## src/design/phcs_pkg.sv

```systemverilog
`timescale 1ns / 1ps
// ----------------------------------------------------------------------------
// phcs_pkg
// Shared types and constants for the phase current sense calibration block.
// ----------------------------------------------------------------------------
package phcs_pkg;

	localparam int CUR_W   = 29;
	localparam int CURC_W  = 30;
	localparam int OFS_W   = 12;
	localparam int SCALE_W = 16;
	localparam int CFG_W   = 16;
	localparam int CNT_W   = 16;
	localparam int MX_W    = 30;
	localparam int MY_W    = 17;
	localparam int PROD_W  = MX_W + MY_W;

	localparam logic signed [PROD_W-1:0] CUR_LIM = PROD_W'(268435455);

	typedef logic [1:0] req_t;
	localparam req_t REQ_SAMPLE    = 2'd0;
	localparam req_t REQ_CAL_BEGIN = 2'd1;
	localparam req_t REQ_CAL_END   = 2'd2;

	typedef logic [1:0] cfg_idx_t;
	localparam cfg_idx_t CFG_SCALE  = 2'd0;
	localparam cfg_idx_t CFG_OFS_A  = 2'd1;
	localparam cfg_idx_t CFG_OFS_B  = 2'd2;
	localparam cfg_idx_t CFG_ALPHA  = 2'd3;

	typedef logic signed [CUR_W-1:0]  cur_t;
	typedef logic signed [CURC_W-1:0] curc_t;
	typedef logic [OFS_W-1:0]         ofs_t;

endpackage

```

## src/design/phase_current_sense_calibrate.sv

```systemverilog
`timescale 1ns / 1ps
// ----------------------------------------------------------------------------
// phase_current_sense_calibrate
// Two-phase current sense with offset subtraction, scaling, first-order
// exponential filter and ADC offset calibration by averaging.
// ----------------------------------------------------------------------------
// channel   signals                               direction
// in        in_valid in_stall req_type adc_a adc_b   receive
// out       out_valid out_stall cur_* filt_* ...      send
// cfg       cfg_we cfg_idx cfg_data                   receive, write only
//
// A sample runs four products on the one shared multiplier and the last
// filter update, then loads its result in ST_DONE once the output is free;
// the next transaction is taken back in ST_IDLE. An end command with a
// nonzero count runs the one-bit-per-cycle restoring divider twice, once
// per phase, and loads its result the same way; other commands go straight
// to ST_DONE. Reset clears control and calibration state and sets config
// defaults; product, ADC input and result data registers are not reset.
// A new transaction is taken while the previous result waits under stall.
// ----------------------------------------------------------------------------
module phase_current_sense_calibrate #(
	parameter int ADC_BITS        = 12,
	parameter int MAX_CAL_SAMPLES = 65535
) (
	input  logic                       clk,
	input  logic                       arst_n,
	input  logic                       cfg_we,
	input  phcs_pkg::cfg_idx_t         cfg_idx,
	input  logic [phcs_pkg::CFG_W-1:0] cfg_data,
	input  logic                       in_valid,
	output logic                       in_stall,
	input  phcs_pkg::req_t             req_type,
	input  logic [ADC_BITS-1:0]        adc_a,
	input  logic [ADC_BITS-1:0]        adc_b,
	output logic                       out_valid,
	input  logic                       out_stall,
	output phcs_pkg::cur_t             cur_a,
	output phcs_pkg::cur_t             cur_b,
	output phcs_pkg::curc_t            cur_c,
	output phcs_pkg::cur_t             filt_a,
	output phcs_pkg::cur_t             filt_b,
	output phcs_pkg::curc_t            filt_c,
	output logic                       calibrating,
	output phcs_pkg::ofs_t             eff_offset_a,
	output phcs_pkg::ofs_t             eff_offset_b,
	output logic [phcs_pkg::CNT_W-1:0] cal_count
);
	import phcs_pkg::*;

	localparam int CW  = $clog2(MAX_CAL_SAMPLES + 1);
	localparam int SW  = ADC_BITS + CW;
	localparam int BCW = $clog2(SW);
	localparam int DW  = ((ADC_BITS > OFS_W) ? ADC_BITS : OFS_W) + 1;

	localparam logic [1:0] ST_IDLE = 2'd0;
	localparam logic [1:0] ST_MUL  = 2'd1;
	localparam logic [1:0] ST_DIV  = 2'd2;
	localparam logic [1:0] ST_DONE = 2'd3;

	logic [1:0]               state_q;
	logic [2:0]               step_q;
	logic                     div_sel_q;
	logic [BCW-1:0]           bit_q;

	logic [SCALE_W-1:0]       scale_q;
	ofs_t                     ofs_a_init_q;
	ofs_t                     ofs_b_init_q;
	logic [SCALE_W-1:0]       alpha_q;

	logic [ADC_BITS-1:0]      adc_a_q;
	logic [ADC_BITS-1:0]      adc_b_q;

	cur_t                     last_a_q;
	cur_t                     last_b_q;
	cur_t                     filt_a_q;
	cur_t                     filt_b_q;
	logic                     cal_active_q;
	logic                     have_cal_q;
	logic [SW-1:0]            sum_a_q;
	logic [SW-1:0]            sum_b_q;
	logic [CW-1:0]            count_q;
	ofs_t                     cal_ofs_a_q;
	ofs_t                     cal_ofs_b_q;

	logic signed [PROD_W-1:0] prod_q;
	logic signed [MX_W-1:0]   mul_x;
	logic signed [MY_W-1:0]   mul_y;

	logic [SW-1:0]            dq_q;
	logic [CW:0]              rem_q;
	logic [CW:0]              trial;
	logic                     trial_ge;

	ofs_t                     off_a;
	ofs_t                     off_b;
	logic signed [DW-1:0]     diff_a;
	logic signed [DW-1:0]     diff_b;
	logic signed [MX_W-1:0]   err_a;
	logic signed [MX_W-1:0]   err_b;
	logic signed [CURC_W:0]   filt_upd;
	cur_t                     sat_prod;
	logic                     in_acc;
	logic                     out_free;

	assign off_a  = have_cal_q ? cal_ofs_a_q : ofs_a_init_q;
	assign off_b  = have_cal_q ? cal_ofs_b_q : ofs_b_init_q;
	assign diff_a = $signed(DW'(adc_a_q)) - $signed(DW'(off_a));
	assign diff_b = $signed(DW'(adc_b_q)) - $signed(DW'(off_b));
	assign err_a  = MX_W'(last_a_q) - MX_W'(filt_a_q);
	assign err_b  = MX_W'(last_b_q) - MX_W'(filt_b_q);

	always_comb begin
		mul_x = MX_W'(diff_a);
		mul_y = $signed({1'b0, scale_q});
		case (step_q)
			3'd0: begin
				mul_x = MX_W'(diff_a);
				mul_y = $signed({1'b0, scale_q});
			end
			3'd1: begin
				mul_x = MX_W'(diff_b);
				mul_y = $signed({1'b0, scale_q});
			end
			3'd2: begin
				mul_x = err_a;
				mul_y = $signed({1'b0, alpha_q});
			end
			3'd3: begin
				mul_x = err_b;
				mul_y = $signed({1'b0, alpha_q});
			end
			default: begin
				mul_x = MX_W'(diff_a);
				mul_y = $signed({1'b0, scale_q});
			end
		endcase
	end

	always_comb begin
		if (prod_q > CUR_LIM)
			sat_prod = CUR_W'(CUR_LIM);
		else if (prod_q < -CUR_LIM)
			sat_prod = CUR_W'(-CUR_LIM);
		else
			sat_prod = CUR_W'(prod_q);
	end

	always_comb begin
		if (step_q == 3'd3)
			filt_upd = (CURC_W+1)'(filt_a_q) + (CURC_W+1)'(prod_q >>> 16);
		else
			filt_upd = (CURC_W+1)'(filt_b_q) + (CURC_W+1)'(prod_q >>> 16);
	end

	assign trial    = {rem_q[CW-1:0], dq_q[SW-1]};
	assign trial_ge = trial >= {1'b0, count_q};

	assign in_stall = (state_q != ST_IDLE);
	assign in_acc   = in_valid && !in_stall;
	assign out_free = !out_valid || !out_stall;

	always_ff @(posedge clk or negedge arst_n) begin
		if (!arst_n) begin
			scale_q      <= SCALE_W'(1024);
			ofs_a_init_q <= OFS_W'(2048);
			ofs_b_init_q <= OFS_W'(2048);
			alpha_q      <= SCALE_W'(6554);
		end else if (cfg_we) begin
			case (cfg_idx)
				CFG_SCALE: scale_q      <= cfg_data;
				CFG_OFS_A: ofs_a_init_q <= cfg_data[OFS_W-1:0];
				CFG_OFS_B: ofs_b_init_q <= cfg_data[OFS_W-1:0];
				CFG_ALPHA: alpha_q      <= cfg_data;
				default:   scale_q      <= scale_q;
			endcase
		end
	end

	always_ff @(posedge clk) begin
		prod_q <= PROD_W'(mul_x * mul_y);
		if (in_acc) begin
			adc_a_q <= adc_a;
			adc_b_q <= adc_b;
		end
	end

	always_ff @(posedge clk or negedge arst_n) begin
		if (!arst_n) begin
			state_q      <= ST_IDLE;
			step_q       <= '0;
			div_sel_q    <= 1'b0;
			bit_q        <= '0;
			last_a_q     <= '0;
			last_b_q     <= '0;
			filt_a_q     <= '0;
			filt_b_q     <= '0;
			cal_active_q <= 1'b0;
			have_cal_q   <= 1'b0;
			sum_a_q      <= '0;
			sum_b_q      <= '0;
			count_q      <= '0;
			cal_ofs_a_q  <= '0;
			cal_ofs_b_q  <= '0;
			dq_q         <= '0;
			rem_q        <= '0;
			out_valid    <= 1'b0;
		end else begin
			if (state_q == ST_DONE && out_free)
				out_valid <= 1'b1;
			else if (out_valid && !out_stall)
				out_valid <= 1'b0;
			case (state_q)
				ST_IDLE: begin
					step_q <= '0;
					if (in_acc) begin
						case (req_type)
							REQ_SAMPLE: begin
								state_q <= ST_MUL;
								if (cal_active_q && count_q < CW'(MAX_CAL_SAMPLES)) begin
									sum_a_q <= sum_a_q + SW'(adc_a);
									sum_b_q <= sum_b_q + SW'(adc_b);
									count_q <= count_q + 1'b1;
								end
							end
							REQ_CAL_BEGIN: begin
								cal_active_q <= 1'b1;
								sum_a_q      <= '0;
								sum_b_q      <= '0;
								count_q      <= '0;
								state_q      <= ST_DONE;
							end
							REQ_CAL_END: begin
								cal_active_q <= 1'b0;
								if (count_q != '0) begin
									state_q   <= ST_DIV;
									div_sel_q <= 1'b0;
									bit_q     <= BCW'(SW - 1);
									dq_q      <= sum_a_q;
									rem_q     <= '0;
								end else begin
									state_q <= ST_DONE;
								end
							end
							default: state_q <= ST_DONE;
						endcase
					end
				end
				ST_MUL: begin
					step_q <= step_q + 1'b1;
					case (step_q)
						3'd1: last_a_q <= sat_prod;
						3'd2: last_b_q <= sat_prod;
						3'd3: filt_a_q <= CUR_W'(filt_upd);
						3'd4: begin
							filt_b_q <= CUR_W'(filt_upd);
							state_q  <= ST_DONE;
						end
						default: ;
					endcase
				end
				ST_DIV: begin
					if (bit_q != '0) begin
						dq_q  <= {dq_q[SW-2:0], trial_ge};
						rem_q <= trial_ge ? (trial - {1'b0, count_q}) : trial;
						bit_q <= bit_q - 1'b1;
					end else if (!div_sel_q) begin
						cal_ofs_a_q <= OFS_W'({dq_q[SW-2:0], trial_ge});
						div_sel_q   <= 1'b1;
						bit_q       <= BCW'(SW - 1);
						dq_q        <= sum_b_q;
						rem_q       <= '0;
					end else begin
						cal_ofs_b_q <= OFS_W'({dq_q[SW-2:0], trial_ge});
						have_cal_q  <= 1'b1;
						state_q     <= ST_DONE;
					end
				end
				ST_DONE: begin
					if (out_free)
						state_q <= ST_IDLE;
				end
				default: state_q <= ST_IDLE;
			endcase
		end
	end

	always_ff @(posedge clk) begin
		if (state_q == ST_DONE && out_free) begin
			cur_a        <= last_a_q;
			cur_b        <= last_b_q;
			cur_c        <= -CURC_W'(last_a_q) - CURC_W'(last_b_q);
			filt_a       <= filt_a_q;
			filt_b       <= filt_b_q;
			filt_c       <= -CURC_W'(filt_a_q) - CURC_W'(filt_b_q);
			calibrating  <= cal_active_q;
			eff_offset_a <= off_a;
			eff_offset_b <= off_b;
			cal_count    <= CNT_W'(count_q);
		end
	end

endmodule
```

## config.mk

```make
export PLATFORM = sky130hd
export DESIGN_NAME = phase_current_sense_calibrate
export DESIGN_NICKNAME = d
export VERILOG_FILES = /design/src/design/phcs_pkg.sv /design/src/design/phase_current_sense_calibrate.sv
export SDC_FILE = /design/constraint.sdc
export NUM_CORES = 2
export LEC_CHECK = 0
export CORE_UTILIZATION = 45
export CTS_CLUSTER_DIAMETER = 40
export DETAILED_ROUTE_END_ITERATION = 12
export DONT_BUFFER_PORTS = 1
export PLACE_DENSITY = 0.62
export REMOVE_ABC_BUFFERS = 1
export SYNTH_ARGS = -nofsm -noshare
export SYNTH_HDL_FRONTEND = slang
export SYNTH_SLANG_ARGS = --single-unit
```

## constraint.sdc

```tcl
create_clock -name clk -period 22.1 [get_ports clk]
set_input_delay 4.42 -clock clk [delete_from_list [all_inputs] [get_ports clk]]
set_output_delay 4.42 -clock clk [all_outputs]
set_load 0.05 [all_outputs]
```

Word level (Yosys, flattened, before mapping)
Cells that the tools add are included.

$add $sub $neg: 16. $mul: 1. Order comparisons: 4. Eq/ne operators: 21. Muxes and demuxes: 49. Bitwise gates (word level): 2. Reduce and logical (&&, ||, !) cells: 35.

Operator list (number): 28-bit 2-to-1 mux (7); 28-bit case mux with 2 select lines (3); 16-bit 2-to-1 mux (8); 30-bit case mux with 3 select lines (1); 29-bit 2-to-1 mux (3); 16-bit case mux with 2 select lines (2); 29-bit negator with 30-bit output (2); 29-bit by 29-bit subtractor with 30-bit output (2); 30-bit by 29-bit subtractor with 30-bit output (2); 29-bit adder (2); 28-bit by 12-bit adder with 28-bit output (2); 47-bit by 29-bit > comparator with 1-bit output, second input constant (1); 47-bit by 29-bit < comparator with 1-bit output, second input constant (1); 30-bit by 17-bit multiplier with 47-bit output (1); 12-bit by 12-bit subtractor with 13-bit output (2); 5-bit 2-to-1 mux (5); 12-bit 2-to-1 mux (2); 17-bit by 16-bit greater-or-equal comparator with 1-bit output (1); 16-bit by 1-bit adder with 16-bit output, second input constant (1); 16-bit < comparator, second input constant (1); 2-bit AND reduction (8); 16-bit nonzero test (1); 16-bit subtractor (1); 5-bit AND reduction (3); 27 further kinds (66).

Register bits after elaboration: 614. Bits of input ports: 49. Output and inout port bits: 219.

Longest topological paths before layout
Word-level depth: 5. Depth in mapped cells: 41. Depth with buffers taken out: 37.

Worst setup path before layout
Ideal clock, no wire load.

Path type: in2reg. From: input port out_stall. To: register cal_count[0] (netlist name), enable pin. Arrival time: 19.993 ns. Required time: 20.972 ns. Setup slack: 0.979 ns. Stages on the path: 1. Cells stage by stage: a21boi_0.

Cells in the longest elaborated chain, start to end: 3.

RTL lines: start, declared (RTL line phase_current_sense_calibrate.sv:36) `input logic out_stall,`; 1-bit zero test (RTL line phase_current_sense_calibrate.sv:160) `assign out_free = !out_valid || !out_stall;`; 1-bit logical OR (RTL line phase_current_sense_calibrate.sv:160); 1-bit logical AND (RTL line phase_current_sense_calibrate.sv:288) `if (state_q == ST_DONE && out_free) begin`; end signal, assigned (RTL line phase_current_sense_calibrate.sv:298) `cal_count <= CNT_W'(count_q);`; end, declared (RTL line phase_current_sense_calibrate.sv:46) `output logic [phcs_pkg::CNT_W-1:0] cal_count`.

Every way passes these cells. A chain may end at the register's enable or synchronous reset.

Worst setup path in the final report
From: register have_cal_q. To: register prod_q[40].

Cells in the longest elaborated chain, start to end: 4. Elaborated cells between the ends (all ways): 6.

RTL lines: start, declared (RTL line phase_current_sense_calibrate.sv:78) `logic have_cal_q;`; start signal, assigned (RTL line phase_current_sense_calibrate.sv:198) `have_cal_q <= 1'b0;`; start signal, assigned (RTL line phase_current_sense_calibrate.sv:274) `have_cal_q <= 1'b1;`; 12-bit 2-to-1 mux (RTL line phase_current_sense_calibrate.sv:106) `assign off_b = have_cal_q ? cal_ofs_b_q : ofs_b_init_q;`; net off_b[0] (RTL line phase_current_sense_calibrate.sv:95) `ofs_t off_b;`; 12-bit by 12-bit subtractor with 13-bit output (RTL line phase_current_sense_calibrate.sv:108) `assign diff_b = $signed(DW'(adc_b_q)) - $signed(DW'(off_b));`; 30-bit case mux with 3 select lines (RTL line phase_current_sense_calibrate.sv:115) `case (step_q)`; 30-bit by 17-bit multiplier with 47-bit output (RTL line phase_current_sense_calibrate.sv:180) `prod_q <= PROD_W'(mul_x * mul_y);`; end signal, assigned (RTL line phase_current_sense_calibrate.sv:180); end, declared (RTL line phase_current_sense_calibrate.sv:85) `logic signed [PROD_W-1:0] prod_q;`.

The timed path passes the listed nets, and every way through them passes these cells.

==> results_dict.tcl <==
set metrics [dict create \
    critical_path_peak_fanout 27 \
    yosysMostFrequentCell "inv_1" \
    synth_commonest_cells "inv_1, nand2_1, fa_1" \
    rr_worst_depth 34 \
    drtAntennaViolNets 0 \
    r2r_start "have_cal_q" \
    hold_viol 0 \
    yosysTopAreaCellShare_pct 18.4 \
    core_sq_um 113000 \
    antenna_found_initial 2 \
    synth_xor_area_share_pct 3.94 \
    finClkSkew_ps 89.7 \
    avgSynthCellArea_sq_um 9.68 \
    fin_crit_sh_pct 50.3 \
    drive_above_1_share_pct 7.61 \
    start_kind "flip-flop" \
    die_x_microns 339 \
    r2r_slack_ps 10990 \
    syn-instance-count 5283 \
    numCtsBuffers 102 \
    grt_start_max_net_pins 327 \
    critPathSlowestCell "a211oi_1" \
    root_buffer "clkbuf_16" \
    synth-adder-area-share_pct 28.0 \
    dieArea_sq_um 115000 \
    relSlewSlack_pct 4.04 \
    holdPathStages 0 \
    dp_hpwl_microns 113000 \
    slowest_delay_ps 1150 \
    num_io_pins 268 \
    cp-end-kind "flip-flop" \
    synthToLayoutAreaGrowth_pct 10.4 \
    grtUsageTotal_pct 25.2 \
    synth_warnings 0 \
    dpl.cell_count 6655 \
    r2r-end "prod_q[40]" \
    rsz0062_at_grt "no" \
    htreeDepth 3 \
    maxCapViolations 0 \
    cts_resized 0 \
    drtPass1Iterations 6 \
    clock_latency_ps 740 \
    routedWlPerCell_microns 21.0 \
    fin_cells 6849 \
    synth-compound-area-share_pct 12.7 \
    rows 123 \
    yosys-top-cells-area "fa_1, dfrtp_1, edfxtp_1, ha_1, inv_1" \
    yosysTopAreaCell "fa_1" \
    synthSimpleGateAreaFrac_pct 12.3 \
    grt_pass1_wl_microns 225000 \
    setup_tns_ps 0 \
    synth_cell_types 90 \
    synth_seq_cells 614 \
    fmax_mhz 90.0 \
    critical_path_required_ps 22700 \
    drcViolationCount 0 \
    worst_slew_pin_slew_ps 1430 \
    hp-class "flip-flop to flip-flop" \
    synth_mux_area_share_pct 3.92 \
    clk_pin_slew_ps 60 \
    min_period_ps 11110 \
    diodes 0 \
    port_buffers 0 \
    status "completed" \
    syn_area_sq_um 51200 \
    maxSlewViolCount 0 \
    initial_core_util_pct 45.4 \
    synthArstFlopShare_pct 53.1 \
    post_drt_via_cell_ratio 5.52 \
    nets 6172 \
    crit_top_cell "fa_1" \
    clock_sinks 614 \
    synth_top_family_by_area "adder cells" \
    ys.flop_type "dfrtp_1" \
    ctsHoldBuffers 0 \
    crit_type "flip-flop to flip-flop" \
    fp.dieH_microns 339 \
    synth_edf_count 241 \
    cts_buffer_depth 3 \
    worstPathArrival_ps 11710 \
    grt_remaining_overflow 0 \
    finalSetupViolCount 0 \
    hold_end "cal_count[15]" \
    vias 37800 \
    post_cts_buffers 0 \
    synth-seq-area-share_pct 32.0 \
    first_global_vias 38700 \
    drtIter0Drc 2536 \
    drt-total-wl_microns 144000 \
    place.gp.congestion 0.948 \
    holdCritStartpoint "count_q[15]" \
    cts_tree "built" \
]
## cells by family (layout without fill, tap and decap cells)
| logic type | after synthesis | in the layout |
|---|---|---|
| muxes | 187 | 187 |
| adders and majority gates | 864 | 864 |
| and+or+nand+nor | 1403 | 1403 |
| AOI/OAI and AO/OA | 1020 | 1020 |
| xor gates and xnor gates | 230 | 230 |
| DFF | 614 | 614 |
| buffers and inverters | 965 | 1031 |
## flip-flops by register name, summed over array words and instances, names as in the netlist, 29 cells and up
name      count
prod_q       47
cur_c        30
filt_c       30
cur_a        29
cur_b        29
filt_a       29
filt_a_q     29
filt_b       29
filt_b_q     29
last_a_q     29
last_b_q     29
## layout make-up
class                           count  area, sq um
Inverter                          797         2990
Fill cell                       10300        56200
Multi-Input combinational cell   3704        31200
Clock buffer                      113         2690
Sequential cell                   614        16300
Timing Repair Buffer               40          300
Clock inverter                     81         1010
Tap cell                         1500         1880
## cells in the final DEF, fill, tap and decap left out, types with 17 or more instances in the layout
cell       instances
o21ai_1           20
mux2_2           106
mux2i_1           80
nor4_1            21
nor3_1            77
a21oi_1          240
buf_4             40
nor2b_1           57
dfrtp_1          316
a21o_1           123
nand2b_1          38
nand3_1           72
xor2_1            73
ha_1             391
a211oi_1          17
fa_1             471
a22o_1            21
nor2_1           322
nand4_1           27
and2_1            41
o31ai_1           27
clkbuf_16        106
o21ai_0          332
o21bai_1          20
xnor2_1          157
edfxtp_1         241
nand2_1          625
dfxtp_1           47
and3_1            33
or3_1             26
inv_1            797
o21a_1            38
## stage by stage
stage          worst slack [ps]  instance area [sq um]  hold WS, ps  util, %
2_1_floorplan               979                  50500          444        -
3_3_place_gp              11330                  52800          457     46.8
3_5_place_dp              11320                  52800          460     46.8
4_1_cts                   11210                  56500          465     50.1
5_1_grt                   10560                  56500          485     50.1
6_report                  10990                  56500          465     50.1
## metal layers
layer | part of all wire [%] | GRT usage (%) | wire length [microns] | vias to the layer above
met4 | 3.5 | 8.80 | 4990 | 4
met1 | 43 | 33.3 | 61600 | 18700
li1 | - | - | - | 17600
met2 | 47 | 41.4 | 67100 | 1232
met3 | 6.9 | 4.60 | 9950 | 264
met5 | 0.019 | 0 | 27 | -
## critical path, delay by kind of cell, from the launching register on
kind                     cells  cell delay, ps
AO/OA/AOI/OAI               16            4530
adder cells (fa/ha/maj)      9            3880
AND/OR/NAND/NOR              3             930
flip-flops                   1             640
multiplexers                 1             410
buffers and inverters        4             410
XOR/XNOR                     1             140
## worst max-delay path by stage
| stage | slack, ps | cells past startpoint | startpoint | endpoint |
|---|---|---|---|---|
| after global placement | 11330 | 34 | have_cal_q | prod_q[40] |
| after global routing | 10560 | 33 | have_cal_q | prod_q[40] |
| final | 10990 | 34 | have_cal_q | prod_q[40] |
| after CTS | 11210 | 34 | have_cal_q | prod_q[40] |
| after floorplan | 980 | 1 | out_stall | cal_count[0] |
| after detailed placement | 11320 | 34 | have_cal_q | prod_q[40] |
Power is left out: the tool's default activity adds up to more than one toggle a clock period on the data nets, which glitch-free logic cannot reach.
